===== src/hdl/tcpwm_pkg.sv =====
// Shared types, constants and register map of the two-channel PWM time base.
package tcpwm_pkg;

  // Width of the counter, the period and the compare registers.
  localparam int unsigned CountBits = 16;

  typedef logic [CountBits-1:0] count_t;

  // Item commands.
  typedef enum logic [1:0] {
    CMD_TICK  = 2'd0,
    CMD_WRITE = 2'd1,
    CMD_READ  = 2'd2
  } cmd_e;

  // Register byte offsets.
  localparam logic [4:0] ADDR_TBCTL   = 5'h00;
  localparam logic [4:0] ADDR_TBCTR   = 5'h08;
  localparam logic [4:0] ADDR_TBPRD   = 5'h0A;
  localparam logic [4:0] ADDR_CMPCTL  = 5'h0E;
  localparam logic [4:0] ADDR_CMPA    = 5'h12;
  localparam logic [4:0] ADDR_CMPB    = 5'h14;
  localparam logic [4:0] ADDR_AQCTLA  = 5'h16;
  localparam logic [4:0] ADDR_AQCTLB  = 5'h18;
  localparam logic [4:0] ADDR_AQCSFRC = 5'h1C;

  // Counter mode field value that counts up; every other value freezes.
  localparam logic [1:0] MODE_UP    = 2'd0;
  localparam logic [15:0] TBCTL_RST = 16'h0003;

  // Bit positions of the immediate-load flags in CMPCTL.
  localparam int unsigned ImmedABit = 4;
  localparam int unsigned ImmedBBit = 6;

  // Action codes of the action qualifier.
  localparam logic [1:0] ACT_NONE   = 2'd0;
  localparam logic [1:0] ACT_CLEAR  = 2'd1;
  localparam logic [1:0] ACT_SET    = 2'd2;
  localparam logic [1:0] ACT_TOGGLE = 2'd3;

  // Software force codes for one output.
  localparam logic [1:0] FRC_LOW  = 2'd1;
  localparam logic [1:0] FRC_HIGH = 2'd2;

  // Counter events seen by the action qualifiers on one tick.
  typedef struct packed {
    logic zro;
    logic prd;
    logic cau;
    logic cbu;
  } evt_t;

endpackage


===== src/hdl/tcpwm_aq.sv =====
// Action qualifier and software force for one PWM output.
module tcpwm_aq (
  input  logic                 level_i,
  input  logic [15:0]          aqctl_i,
  input  tcpwm_pkg::evt_t      evt_i,
  input  logic [1:0]           force_i,
  output logic                 level_o
);

  logic [1:0] act;
  logic       qual;

  // The highest-priority event with a nonzero action selects the action.
  always_comb begin
    act = tcpwm_pkg::ACT_NONE;
    if (evt_i.cbu && aqctl_i[9:8] != tcpwm_pkg::ACT_NONE) begin
      act = aqctl_i[9:8];
    end else if (evt_i.cau && aqctl_i[5:4] != tcpwm_pkg::ACT_NONE) begin
      act = aqctl_i[5:4];
    end else if (evt_i.zro && aqctl_i[1:0] != tcpwm_pkg::ACT_NONE) begin
      act = aqctl_i[1:0];
    end else if (evt_i.prd && aqctl_i[3:2] != tcpwm_pkg::ACT_NONE) begin
      act = aqctl_i[3:2];
    end
  end

  always_comb begin
    case (act)
      tcpwm_pkg::ACT_CLEAR:  qual = 1'b0;
      tcpwm_pkg::ACT_SET:    qual = 1'b1;
      tcpwm_pkg::ACT_TOGGLE: qual = ~level_i;
      default:               qual = level_i;
    endcase
  end

  // A force code of low or high overrides the qualified level.
  always_comb begin
    case (force_i)
      tcpwm_pkg::FRC_LOW:  level_o = 1'b0;
      tcpwm_pkg::FRC_HIGH: level_o = 1'b1;
      default:             level_o = qual;
    endcase
  end

endmodule


===== src/hdl/tcpwm_core.sv =====
// Register file, time-base counter and compare logic of the PWM unit.
module tcpwm_core (
  input  logic        clk_i,
  input  logic        rst_ni,
  input  logic        step_i,
  input  logic [1:0]  command_i,
  input  logic [4:0]  reg_addr_i,
  input  logic [15:0] write_data_i,
  output logic [15:0] read_data_o,
  output logic        out_a_o,
  output logic        out_b_o
);

  tcpwm_pkg::count_t cnt_q, cnt_d;
  tcpwm_pkg::count_t prd_q, prd_d;
  tcpwm_pkg::count_t cmpa_sh_q, cmpa_sh_d, cmpa_act_q, cmpa_act_d;
  tcpwm_pkg::count_t cmpb_sh_q, cmpb_sh_d, cmpb_act_q, cmpb_act_d;
  logic [15:0] tbctl_q, tbctl_d;
  logic [6:0]  cmpctl_q, cmpctl_d;
  logic [15:0] aqa_q, aqa_d;
  logic [15:0] aqb_q, aqb_d;
  logic [3:0]  frc_q, frc_d;
  logic        lvl_a_q, lvl_b_q;
  logic        lvl_a_d, lvl_b_d;

  tcpwm_pkg::cmd_e   cmd;
  tcpwm_pkg::evt_t   evt;
  tcpwm_pkg::count_t cnt_next;
  tcpwm_pkg::count_t cmpa_eff, cmpb_eff;
  tcpwm_pkg::count_t wr_cnt;
  logic              counting;
  logic              is_wr;

  assign cmd      = tcpwm_pkg::cmd_e'(command_i);
  assign counting = (cmd == tcpwm_pkg::CMD_TICK) && (tbctl_q[1:0] == tcpwm_pkg::MODE_UP);
  assign is_wr    = (cmd == tcpwm_pkg::CMD_WRITE);
  assign wr_cnt   = tcpwm_pkg::CountBits'(write_data_i);

  // The counter wraps once it is at or above the period.
  assign cnt_next = (cnt_q >= prd_q) ? '0 : cnt_q + tcpwm_pkg::CountBits'(1);

  // Shadowed compares load as the counter arrives at zero; events see the new values.
  always_comb begin
    cmpa_eff = cmpa_act_q;
    cmpb_eff = cmpb_act_q;
    if (cnt_next == '0) begin
      if (!cmpctl_q[tcpwm_pkg::ImmedABit]) cmpa_eff = cmpa_sh_q;
      if (!cmpctl_q[tcpwm_pkg::ImmedBBit]) cmpb_eff = cmpb_sh_q;
    end
  end

  always_comb begin
    evt.zro = counting && (cnt_next == '0);
    evt.prd = counting && (cnt_next == prd_q);
    evt.cau = counting && (cnt_next == cmpa_eff);
    evt.cbu = counting && (cnt_next == cmpb_eff);
  end

  // Next state of the register file.
  always_comb begin
    cnt_d      = cnt_q;
    prd_d      = prd_q;
    tbctl_d    = tbctl_q;
    cmpctl_d   = cmpctl_q;
    cmpa_sh_d  = cmpa_sh_q;
    cmpa_act_d = cmpa_act_q;
    cmpb_sh_d  = cmpb_sh_q;
    cmpb_act_d = cmpb_act_q;
    aqa_d      = aqa_q;
    aqb_d      = aqb_q;
    frc_d      = frc_q;
    if (counting) begin
      cnt_d      = cnt_next;
      cmpa_act_d = cmpa_eff;
      cmpb_act_d = cmpb_eff;
    end else if (is_wr) begin
      case (reg_addr_i)
        tcpwm_pkg::ADDR_TBCTL:  tbctl_d  = write_data_i;
        tcpwm_pkg::ADDR_TBCTR:  cnt_d    = wr_cnt;
        tcpwm_pkg::ADDR_TBPRD:  prd_d    = wr_cnt;
        tcpwm_pkg::ADDR_CMPCTL: cmpctl_d = write_data_i[6:0];
        tcpwm_pkg::ADDR_CMPA: begin
          cmpa_sh_d = wr_cnt;
          if (cmpctl_q[tcpwm_pkg::ImmedABit]) cmpa_act_d = wr_cnt;
        end
        tcpwm_pkg::ADDR_CMPB: begin
          cmpb_sh_d = wr_cnt;
          if (cmpctl_q[tcpwm_pkg::ImmedBBit]) cmpb_act_d = wr_cnt;
        end
        tcpwm_pkg::ADDR_AQCTLA:  aqa_d = write_data_i;
        tcpwm_pkg::ADDR_AQCTLB:  aqb_d = write_data_i;
        tcpwm_pkg::ADDR_AQCSFRC: frc_d = write_data_i[3:0];
        default: ;
      endcase
    end
  end

  // Read mux; compares return their shadow values.
  always_comb begin
    read_data_o = '0;
    if (cmd == tcpwm_pkg::CMD_READ) begin
      case (reg_addr_i)
        tcpwm_pkg::ADDR_TBCTL:   read_data_o = tbctl_q;
        tcpwm_pkg::ADDR_TBCTR:   read_data_o = 16'(cnt_q);
        tcpwm_pkg::ADDR_TBPRD:   read_data_o = 16'(prd_q);
        tcpwm_pkg::ADDR_CMPCTL:  read_data_o = 16'(cmpctl_q);
        tcpwm_pkg::ADDR_CMPA:    read_data_o = 16'(cmpa_sh_q);
        tcpwm_pkg::ADDR_CMPB:    read_data_o = 16'(cmpb_sh_q);
        tcpwm_pkg::ADDR_AQCTLA:  read_data_o = aqa_q;
        tcpwm_pkg::ADDR_AQCTLB:  read_data_o = aqb_q;
        tcpwm_pkg::ADDR_AQCSFRC: read_data_o = 16'(frc_q);
        default:                 read_data_o = '0;
      endcase
    end
  end

  // The force register in effect is the one after this word's write.
  tcpwm_aq u_aq_a (
    .level_i (lvl_a_q),
    .aqctl_i (aqa_q),
    .evt_i   (evt),
    .force_i (frc_d[1:0]),
    .level_o (lvl_a_d)
  );

  tcpwm_aq u_aq_b (
    .level_i (lvl_b_q),
    .aqctl_i (aqb_q),
    .evt_i   (evt),
    .force_i (frc_d[3:2]),
    .level_o (lvl_b_d)
  );

  assign out_a_o = lvl_a_d;
  assign out_b_o = lvl_b_d;

  always_ff @(posedge clk_i or negedge rst_ni) begin
    if (!rst_ni) begin
      cnt_q      <= '0;
      prd_q      <= '0;
      tbctl_q    <= tcpwm_pkg::TBCTL_RST;
      cmpctl_q   <= '0;
      cmpa_sh_q  <= '0;
      cmpa_act_q <= '0;
      cmpb_sh_q  <= '0;
      cmpb_act_q <= '0;
      aqa_q      <= '0;
      aqb_q      <= '0;
      frc_q      <= '0;
      lvl_a_q    <= 1'b0;
      lvl_b_q    <= 1'b0;
    end else if (step_i) begin
      cnt_q      <= cnt_d;
      prd_q      <= prd_d;
      tbctl_q    <= tbctl_d;
      cmpctl_q   <= cmpctl_d;
      cmpa_sh_q  <= cmpa_sh_d;
      cmpa_act_q <= cmpa_act_d;
      cmpb_sh_q  <= cmpb_sh_d;
      cmpb_act_q <= cmpb_act_d;
      aqa_q      <= aqa_d;
      aqb_q      <= aqb_d;
      frc_q      <= frc_d;
      lvl_a_q    <= lvl_a_d;
      lvl_b_q    <= lvl_b_d;
    end
  end

`ifndef SYNTHESIS
  // A tick in a frozen mode leaves the counter alone.
  a_frozen_hold: assert property (@(posedge clk_i) disable iff (!rst_ni)
    (step_i && cmd == tcpwm_pkg::CMD_TICK && tbctl_q[1:0] != tcpwm_pkg::MODE_UP)
    |=> $stable(cnt_q))
    else $error("counter moved in a frozen mode");

  // With a zero period every counting tick leaves the counter at zero.
  a_zero_period: assert property (@(posedge clk_i) disable iff (!rst_ni)
    (step_i && counting && prd_q == '0) |=> (cnt_q == '0))
    else $error("counter left zero with a zero period");

  // A counting tick from below the period advances by exactly one.
  a_count_up: assert property (@(posedge clk_i) disable iff (!rst_ni)
    (step_i && counting && cnt_q < prd_q)
    |=> (cnt_q == $past(cnt_q) + tcpwm_pkg::CountBits'(1)))
    else $error("counter did not advance by one");
`endif

endmodule


===== src/hdl/two_channel_pwm_timebase_unit.sv =====
// Top level of the two-channel PWM time base with shadowed compares.
// This unit is a PWM peripheral with one up-counting time base and two outputs, A and B.
// Every input word is a tick of the already prescaled time-base clock, a 16-bit register
// write or a 16-bit register read, and every word produces exactly one result word that
// carries the read data (zero unless the word was a read) and the levels of both outputs
// after the word took effect. A word is registered at the input, then processed
// combinationally against the register file, and its result is held in an output
// register; the unit accepts one word every clock cycle while the output side is not
// stalled. The combinational update of the counter, the compares and the action
// qualifiers sets that rate. The input stage keeps taking words while a result waits,
// until both stages are full.
module two_channel_pwm_timebase_unit (
  input  logic        clk_i,
  input  logic        rst_ni,
  input  logic        in_valid_i,
  output logic        in_ready_o,
  input  logic [1:0]  command_i,
  input  logic [4:0]  reg_addr_i,
  input  logic [15:0] write_data_i,
  output logic        out_valid_o,
  input  logic        out_ready_i,
  output logic [15:0] read_data_o,
  output logic        out_a_o,
  output logic        out_b_o
);

  // Input stage.
  logic        s1_valid_q, s1_valid_d;
  logic [1:0]  s1_cmd_q;
  logic [4:0]  s1_addr_q;
  logic [15:0] s1_data_q;

  // Result stage.
  logic        out_valid_q, out_valid_d;
  logic [15:0] out_rd_q;
  logic        out_a_q, out_b_q;

  logic        step;
  logic        out_free;
  logic [15:0] rd_d;
  logic        lvl_a_d, lvl_b_d;

  // The held word moves into the result register whenever that register is free.
  assign out_free   = !out_valid_q || out_ready_i;
  assign step       = s1_valid_q && out_free;
  assign in_ready_o = !s1_valid_q || out_free;

  assign s1_valid_d  = (in_valid_i && in_ready_o) || (s1_valid_q && !out_free);
  assign out_valid_d = step || (out_valid_q && !out_ready_i);

  tcpwm_core u_core (
    .clk_i        (clk_i),
    .rst_ni       (rst_ni),
    .step_i       (step),
    .command_i    (s1_cmd_q),
    .reg_addr_i   (s1_addr_q),
    .write_data_i (s1_data_q),
    .read_data_o  (rd_d),
    .out_a_o      (lvl_a_d),
    .out_b_o      (lvl_b_d)
  );

  always_ff @(posedge clk_i or negedge rst_ni) begin
    if (!rst_ni) begin
      s1_valid_q  <= 1'b0;
      out_valid_q <= 1'b0;
    end else begin
      s1_valid_q  <= s1_valid_d;
      out_valid_q <= out_valid_d;
    end
  end

  // Payload registers carry no reset.
  always_ff @(posedge clk_i) begin
    if (in_valid_i && in_ready_o) begin
      s1_cmd_q  <= command_i;
      s1_addr_q <= reg_addr_i;
      s1_data_q <= write_data_i;
    end
    if (step) begin
      out_rd_q <= rd_d;
      out_a_q  <= lvl_a_d;
      out_b_q  <= lvl_b_d;
    end
  end

  assign out_valid_o = out_valid_q;
  assign read_data_o = out_rd_q;
  assign out_a_o     = out_a_q;
  assign out_b_o     = out_b_q;

`ifndef SYNTHESIS
  // A word that leaves the input stage always lands in the result register.
  a_step_lands: assert property (@(posedge clk_i) disable iff (!rst_ni)
    step |=> out_valid_q)
    else $error("processed word did not reach the result register");

  // An empty input stage never refuses a word.
  a_empty_ready: assert property (@(posedge clk_i) disable iff (!rst_ni)
    !s1_valid_q |-> in_ready_o)
    else $error("input refused while the input stage was empty");

  // With both stages full and the output stalled, nothing new is accepted.
  a_full_stall: assert property (@(posedge clk_i) disable iff (!rst_ni)
    (s1_valid_q && out_valid_q && !out_ready_i) |-> !in_ready_o)
    else $error("word accepted while both stages were full");
`endif

endmodule

===== config.mk =====
export PLATFORM = sky130hd
export DESIGN_NAME = two_channel_pwm_timebase_unit
export DESIGN_NICKNAME = d
export VERILOG_FILES = /design/src/hdl/tcpwm_pkg.sv /design/src/hdl/tcpwm_aq.sv /design/src/hdl/tcpwm_core.sv /design/src/hdl/two_channel_pwm_timebase_unit.sv
export SDC_FILE = /design/constraint.sdc
export NUM_CORES = 1
export LEC_CHECK = 0
export ABC_AREA = 0
export BUFFER_PORTS_ARGS = -buffer_cell sky130_fd_sc_hd__buf_2
export CORE_UTILIZATION = 29
export CTS_CLUSTER_DIAMETER = 100
export DETAILED_ROUTE_END_ITERATION = 8
export SYNTH_ARGS = -nofsm -noshare
export SYNTH_HDL_FRONTEND = slang
export SYNTH_HIERARCHICAL = 1
export SYNTH_SLANG_ARGS = --single-unit

===== constraint.sdc =====
create_clock -name clk_i -period 12.8 [get_ports clk_i]
set_clock_uncertainty 0.2 [all_clocks]
set_input_delay 0.64 -clock clk_i [delete_from_list [all_inputs] [get_ports clk_i]]
set_output_delay 0.64 -clock clk_i [all_outputs]
set_load 0.05 [all_outputs]

; After elaboration in Yosys (flattened, before gate mapping)
; Index checks and enable logic that the tools add are counted.
[classes]
n_addsub = 1
n_lt_le_gt_ge = 1
eq_ne = 23
n_mux = 32
n_bitwise = 3
n_reduce_logical = 53
[ops]
columns = operator, n
row1 = 16-bit two-way mux, 16
row2 = 16-bit case mux with 9 select lines, 1
row3 = 16-bit equality test, 3
row4 = 4-bit AND reduction, 9
row5 = 2-bit nonzero test, 14
row6 = "5-bit equality test, second input constant", 5
row7 = 1-bit logical AND, 17
row8 = "16-bit by 1-bit adder with 16-bit output, second input constant", 1
row9 = 16-bit >= comparator, 1
row10 = 16-bit logical NOT, 1
row11 = 2-bit two-way mux, 8
row12 = "5-bit by 4-bit equality test with 1-bit output, second input constant", 3
row13 = "2-bit equality test, second input constant", 7
row14 = 4-bit two-way mux, 3
row15 = "2-bit by 1-bit equality test with 1-bit output, second input constant", 5
row16 = 1-bit case mux with 3 select lines, 2
row17 = 5-bit logical NOT, 1
row18 = 1-bit logical NOT, 4
row19 = 2-bit logical NOT, 2
row20 = 1-bit logical OR, 4
row21 = 1-bit case mux with 2 select lines, 2
row22 = 1-bit NOT, 3
row23 = 3-bit AND reduction, 1
[word_totals]
register_bits = 200
input_bits = 27
output_inout_bits = 20

; Logic depth before layout (Yosys ltp)
[depth]
word_depth = 12
depth_mapped = 18

; By module
; Netlist, hierarchy kept.
[modules_own_cells]
columns = module, n_inst, cells_each, area_per_inst_um2
row1 = tcpwm_core, 1, 1043, 9749.4
row2 = two_channel_pwm_timebase_unit, 1, 49, 1335.0
row3 = tcpwm_aq, 2, 19, 117.6

; Least setup slack after synthesis
; OpenSTA, ideal clock, no wires.
[synth_timing]
kind = register -> register
startpoint = reg u_core.cnt_q[0]
endpoint = reg u_core.lvl_a_q
setup_time_ps = 125
arrival_ps = 4235
slack_ps = 8241
stages_incl_launch_ff = 17
path_buffers = 1
period_less_slack_ps = 4559
cell_sequence = dfrtp_1 inv_1 ha_1 nand2b_1 a221oi_1 o31a_1 nand2_1 clkbuf_1 or4_1 a211o_1 a311oi_1 nand4_1 nor4_2 o21ai_0 a221oi_1 o211ai_1 mux2_2
[synth_lines]
columns = item, line_no
row1 = from (decl), tcpwm_core.sv:14  ; tcpwm_pkg::count_t cnt_q, cnt_d;
row2 = from (signal assigned), tcpwm_core.sv:153  ; cnt_q <= cnt_d;
row3 = to (signal assigned), tcpwm_core.sv:164  ; lvl_a_q <= lvl_a_d;
row4 = to (decl), tcpwm_core.sv:23  ; logic lvl_a_q, lvl_b_q;

==> impl_metrics.csv <==
group,metric,value,unit
outcome,status,"finished clean",
die,die-width,199.6,µm
final_layout,multi_input_area,5731,µm²
placement,port_buffers,46,
grt,antenna_found_initial,0,
clock_network,clock_sinks,200,
final_layout,diodes,0,
synthesis,synthArstFlopShare,79.50,%
routing,post_drt_wl_per_cell,24.85,µm
clock_network,cts_setup_buffers,0,
routing,wl_met1,17690,µm
clock_network,numCtsBuffers,17,
final_layout,drive_above_1_share,19.53,%
worst_setup_path,regToRegStartpoint,"u_core/cnt_q[2]$_DFFE_PN0P_",
grt,grtUsageTotal,21.36,%
grt,grt_pass1_vias,9079,
worst_setup_path,start_kind,"flop",
routing,wl_met3,3646,µm
synthesis,netlist.area_leader.share,34.71,%
timing,setup-violations-final,0,
timing,worst_slew_pin_slew,1.235,ns
synthesis,yosys_warnings,6,
synthesis,yosysSeqAreaShare,46.05,%
timing,fin_crit_sh,50.09,%
worst_setup_path,r2r_cells,15,
clock_network,cts_max_level,4,
routing,drtIter0Drc,1043,
timing,report.final.hold_viol_count,0,
final_layout,finalNetCount,1185,
grt,grt_max_degree,81,
timing,rsz0062_at_grt,"no",
power_and_ir_drop,p_leak,5.309,nW
worst_setup_path,r2r_end,"u_core/lvl_a_q$_DFFE_PN0P_",
synthesis,synth_edf_count,41,
timing,setup_tns,0,ns
worst_setup_path,end_kind,"flop",
timing,max_freq,156.0,MHz
routing,dr_wl_met2,18450,µm
worst_setup_path,startpoint,"u_core/cnt_q[2]$_DFFE_PN0P_",
die,rows,72,
worst_setup_path,reg2reg_slack,6.39,ns
synthesis,syn_inst,1130,
timing,finalMaxSlewViolations,0,
synthesis,synth_area,11320,µm²
routing,drtAntennaViolNets,0,
flow_run,drv_cap,0,
routing,drt-total-wl,41500,µm
power_and_ir_drop,power.density,156.1,nW/µm²
worst_setup_path,endpoint,"u_core/lvl_a_q$_DFFE_PN0P_",
routing,drc,0,
routing,top_layer,"met4",
grt,grt_pass1_wl,61730,µm
worst_setup_path,required,12.94,ns
final_layout,fillers,4047,
die,die_area,39830,µm²
clock_network,cts_tree,"done",
placement,dp_hpwl,29940,µm
synthesis,avgSynthCellArea,10.02,µm²
final_layout,regArea,5213,µm²
routing,via_per_inst,5.724,
worst_setup_path,critical_path_class,"reg2reg",
timing,period_needed,6.411,ns
clock_network,worstSkewPairLatency,0.46,ns
clock_network,cts_buffer_depth,2,
die,core_area,38560,µm²
worst_setup_path,crit_fanout,18,
synthesis,syn_nets,1176,
worst_hold_path,hold_path_class,"in2async",
routing,vias,9559,
timing,hold_ws,0.05312,ns
power_and_ir_drop,ir_drop,0.08309,mV
clock_network,cts_resized,0,
routing,drt_first_pass_iters,6,
placement,place_congestion,1.003,
worst_setup_path,cp.arrival,6.55,ns
timing,relSlewSlack,17.34,%
die,die_y,199.6,µm
die,initial_core_util,29.36,%
grt,overflow,0,
synthesis,synth.largest_area_cell,"dfrtp_1",
synthesis,ys_seq_elements,200,
synthesis,synth_cell_types,71,
synthesis,synth_ff_type,"dfrtp_1",
final_layout,area_delta_synth_final,11.99,%
clock_network,cts_hold_buf,0,
synthesis,netlist_top_cells_area,"dfrtp_1, edfxtp_1, mux2_2, o21ai_0, nand2_1",
clock_network,clkTransAtPathRegs,0.09,ns
clock_network,root_buffer,"clkbuf_16",
die,io_pins,47,
## layout make-up
cell class                      instances  area share (%)
Clock buffer                           18           3.385
Tap cell                              518           5.113
Sequential cell                       200           41.12
Timing Repair Buffer                   69           3.227
Multi-Input combinational cell        821           45.20
Inverter                               30          0.8883
Clock inverter                         14           1.066
## where the power goes
group,switching (mW),internal (mW)
Combinational,0.345,0.219
Sequential,0.144,0.738
Clock,0.276,0.259
## through the flow
stage               instances  total power, mW  util, %  setup WS (ns)  cell area, µm²
floorplan                1130            1.228        -          8.241           11320
global placement         1638            1.435    31.42          6.781           12110
detailed placement       1638            1.436    31.42          6.663           12110
CTS                      1670            1.970    32.88          6.586           12680
global route             1670            2.071    32.88          6.192           12680
finish                   1670            1.979    32.88          6.389           12680
## how the worst min path moves through the flow
stage	end	slack, ns
after CTS	u_core/aqb_q[6]$_DFFE_PN0P_	0.07
after detailed placement	u_core/cmpa_act_q[14]$_DFFE_PN0P_	0.27
after global routing	u_core/prd_q[6]$_DFFE_PN0P_	0.11
after floorplan	out_valid_o$_DFF_PN0_	0.14
final	u_core/prd_q[0]$_DFFE_PN0P_	0.05
after global placement	u_core/cmpa_act_q[14]$_DFFE_PN0P_	0.27
## layer usage
| metal | vias up | GRT usage [%] |
|---|---|---|
| met5 | - | 0 |
| li1 | 4211 | - |
| met4 | 0 | 9.867 |
| met2 | 488 | 32.03 |
| met3 | 91 | 4.489 |
| met1 | 4769 | 29.26 |
## worst max-delay path, cell delays in order (launching register included)
cell and delay, ns:
dfrtp_1 0.80, ha_1 0.36, and3_1 0.19, a221oi_1 0.53, o31a_1 0.37, nand2_1 0.30, buf_4 0.33, or4_1 0.53
a211o_1 0.30, a311oi_1 0.28, nand4_1 0.17, nor4_2 0.88, o21ai_0 0.29, a221oi_1 0.32, o211ai_1 0.15, mux2_2 0.29
## logic make-up after synthesis
kind of cell	Yosys count	share of synthesized area (%)
fa+ha+maj	19	2.100
xor+xnor	43	3.327
compound gates	311	17.86
flops	200	46.05
buf+inv	109	3.813
simple gates	312	13.72
mux	136	13.13
## cells in the mapped netlist (9+ instances only)
master,number
and2_1,9
dfrtp_1,157
nand2_1,122
edfxtp_1,41
ha_1,19
a22oi_1,37
nor2b_1,9
nand3_1,15
nor3_1,26
a21oi_1,51
clkbuf_1,66
a221oi_1,23
a31oi_1,12
mux2_2,100
xor2_1,14
inv_1,30
nand4_1,15
a21boi_0,9
mux2i_1,36
nor2_1,63
o21ai_0,100
o22ai_1,11
xnor2_1,29
## registers in the layout (all words and copies together) (netlist names), 2 cells and up
signal	flops
u_core/cmpb_sh_q	16
s1_data_q	16
u_core/cmpa_sh_q	16
u_core/cnt_q	16
u_core/aqb_q	16
s1_cmd_q	2
u_core/cmpa_act_q	16
u_core/cmpctl_q	7
u_core/prd_q	16
u_core/tbctl_q	16
s1_addr_q	5
u_core/aqa_q	16
u_core/cmpb_act_q	16
u_core/frc_q	4
read_data_o	16
## placed cells by master (no fill, tap or decap), types with 7 or more instances in the layout
cell type  synthesis  final
dfrtp_1          157    157
nand2_1          122    122
o21ai_0          100    100
mux2_2           100    100
nor2_1            63     63
a21oi_1           51     50
buf_2              8     45
edfxtp_1          41     41
a22oi_1           37     37
mux2i_1           36     36
inv_1             30     30
xnor2_1           29     29
buf_4              1     23
a221oi_1          23     23
nor3_1            26     20
ha_1              19     19
clkbuf_16          0     17
nand3_1           15     15
nand4_1           15     15
xor2_1            14     14
a31oi_1           12     12
o22ai_1           11     11
and2_1             9      9
nor2b_1            9      9
a21boi_0           9      9
o211ai_1           8      8
a222oi_1           8      8
nor4_1             8      7
Note: power is estimated with default switching activity, not from simulation.
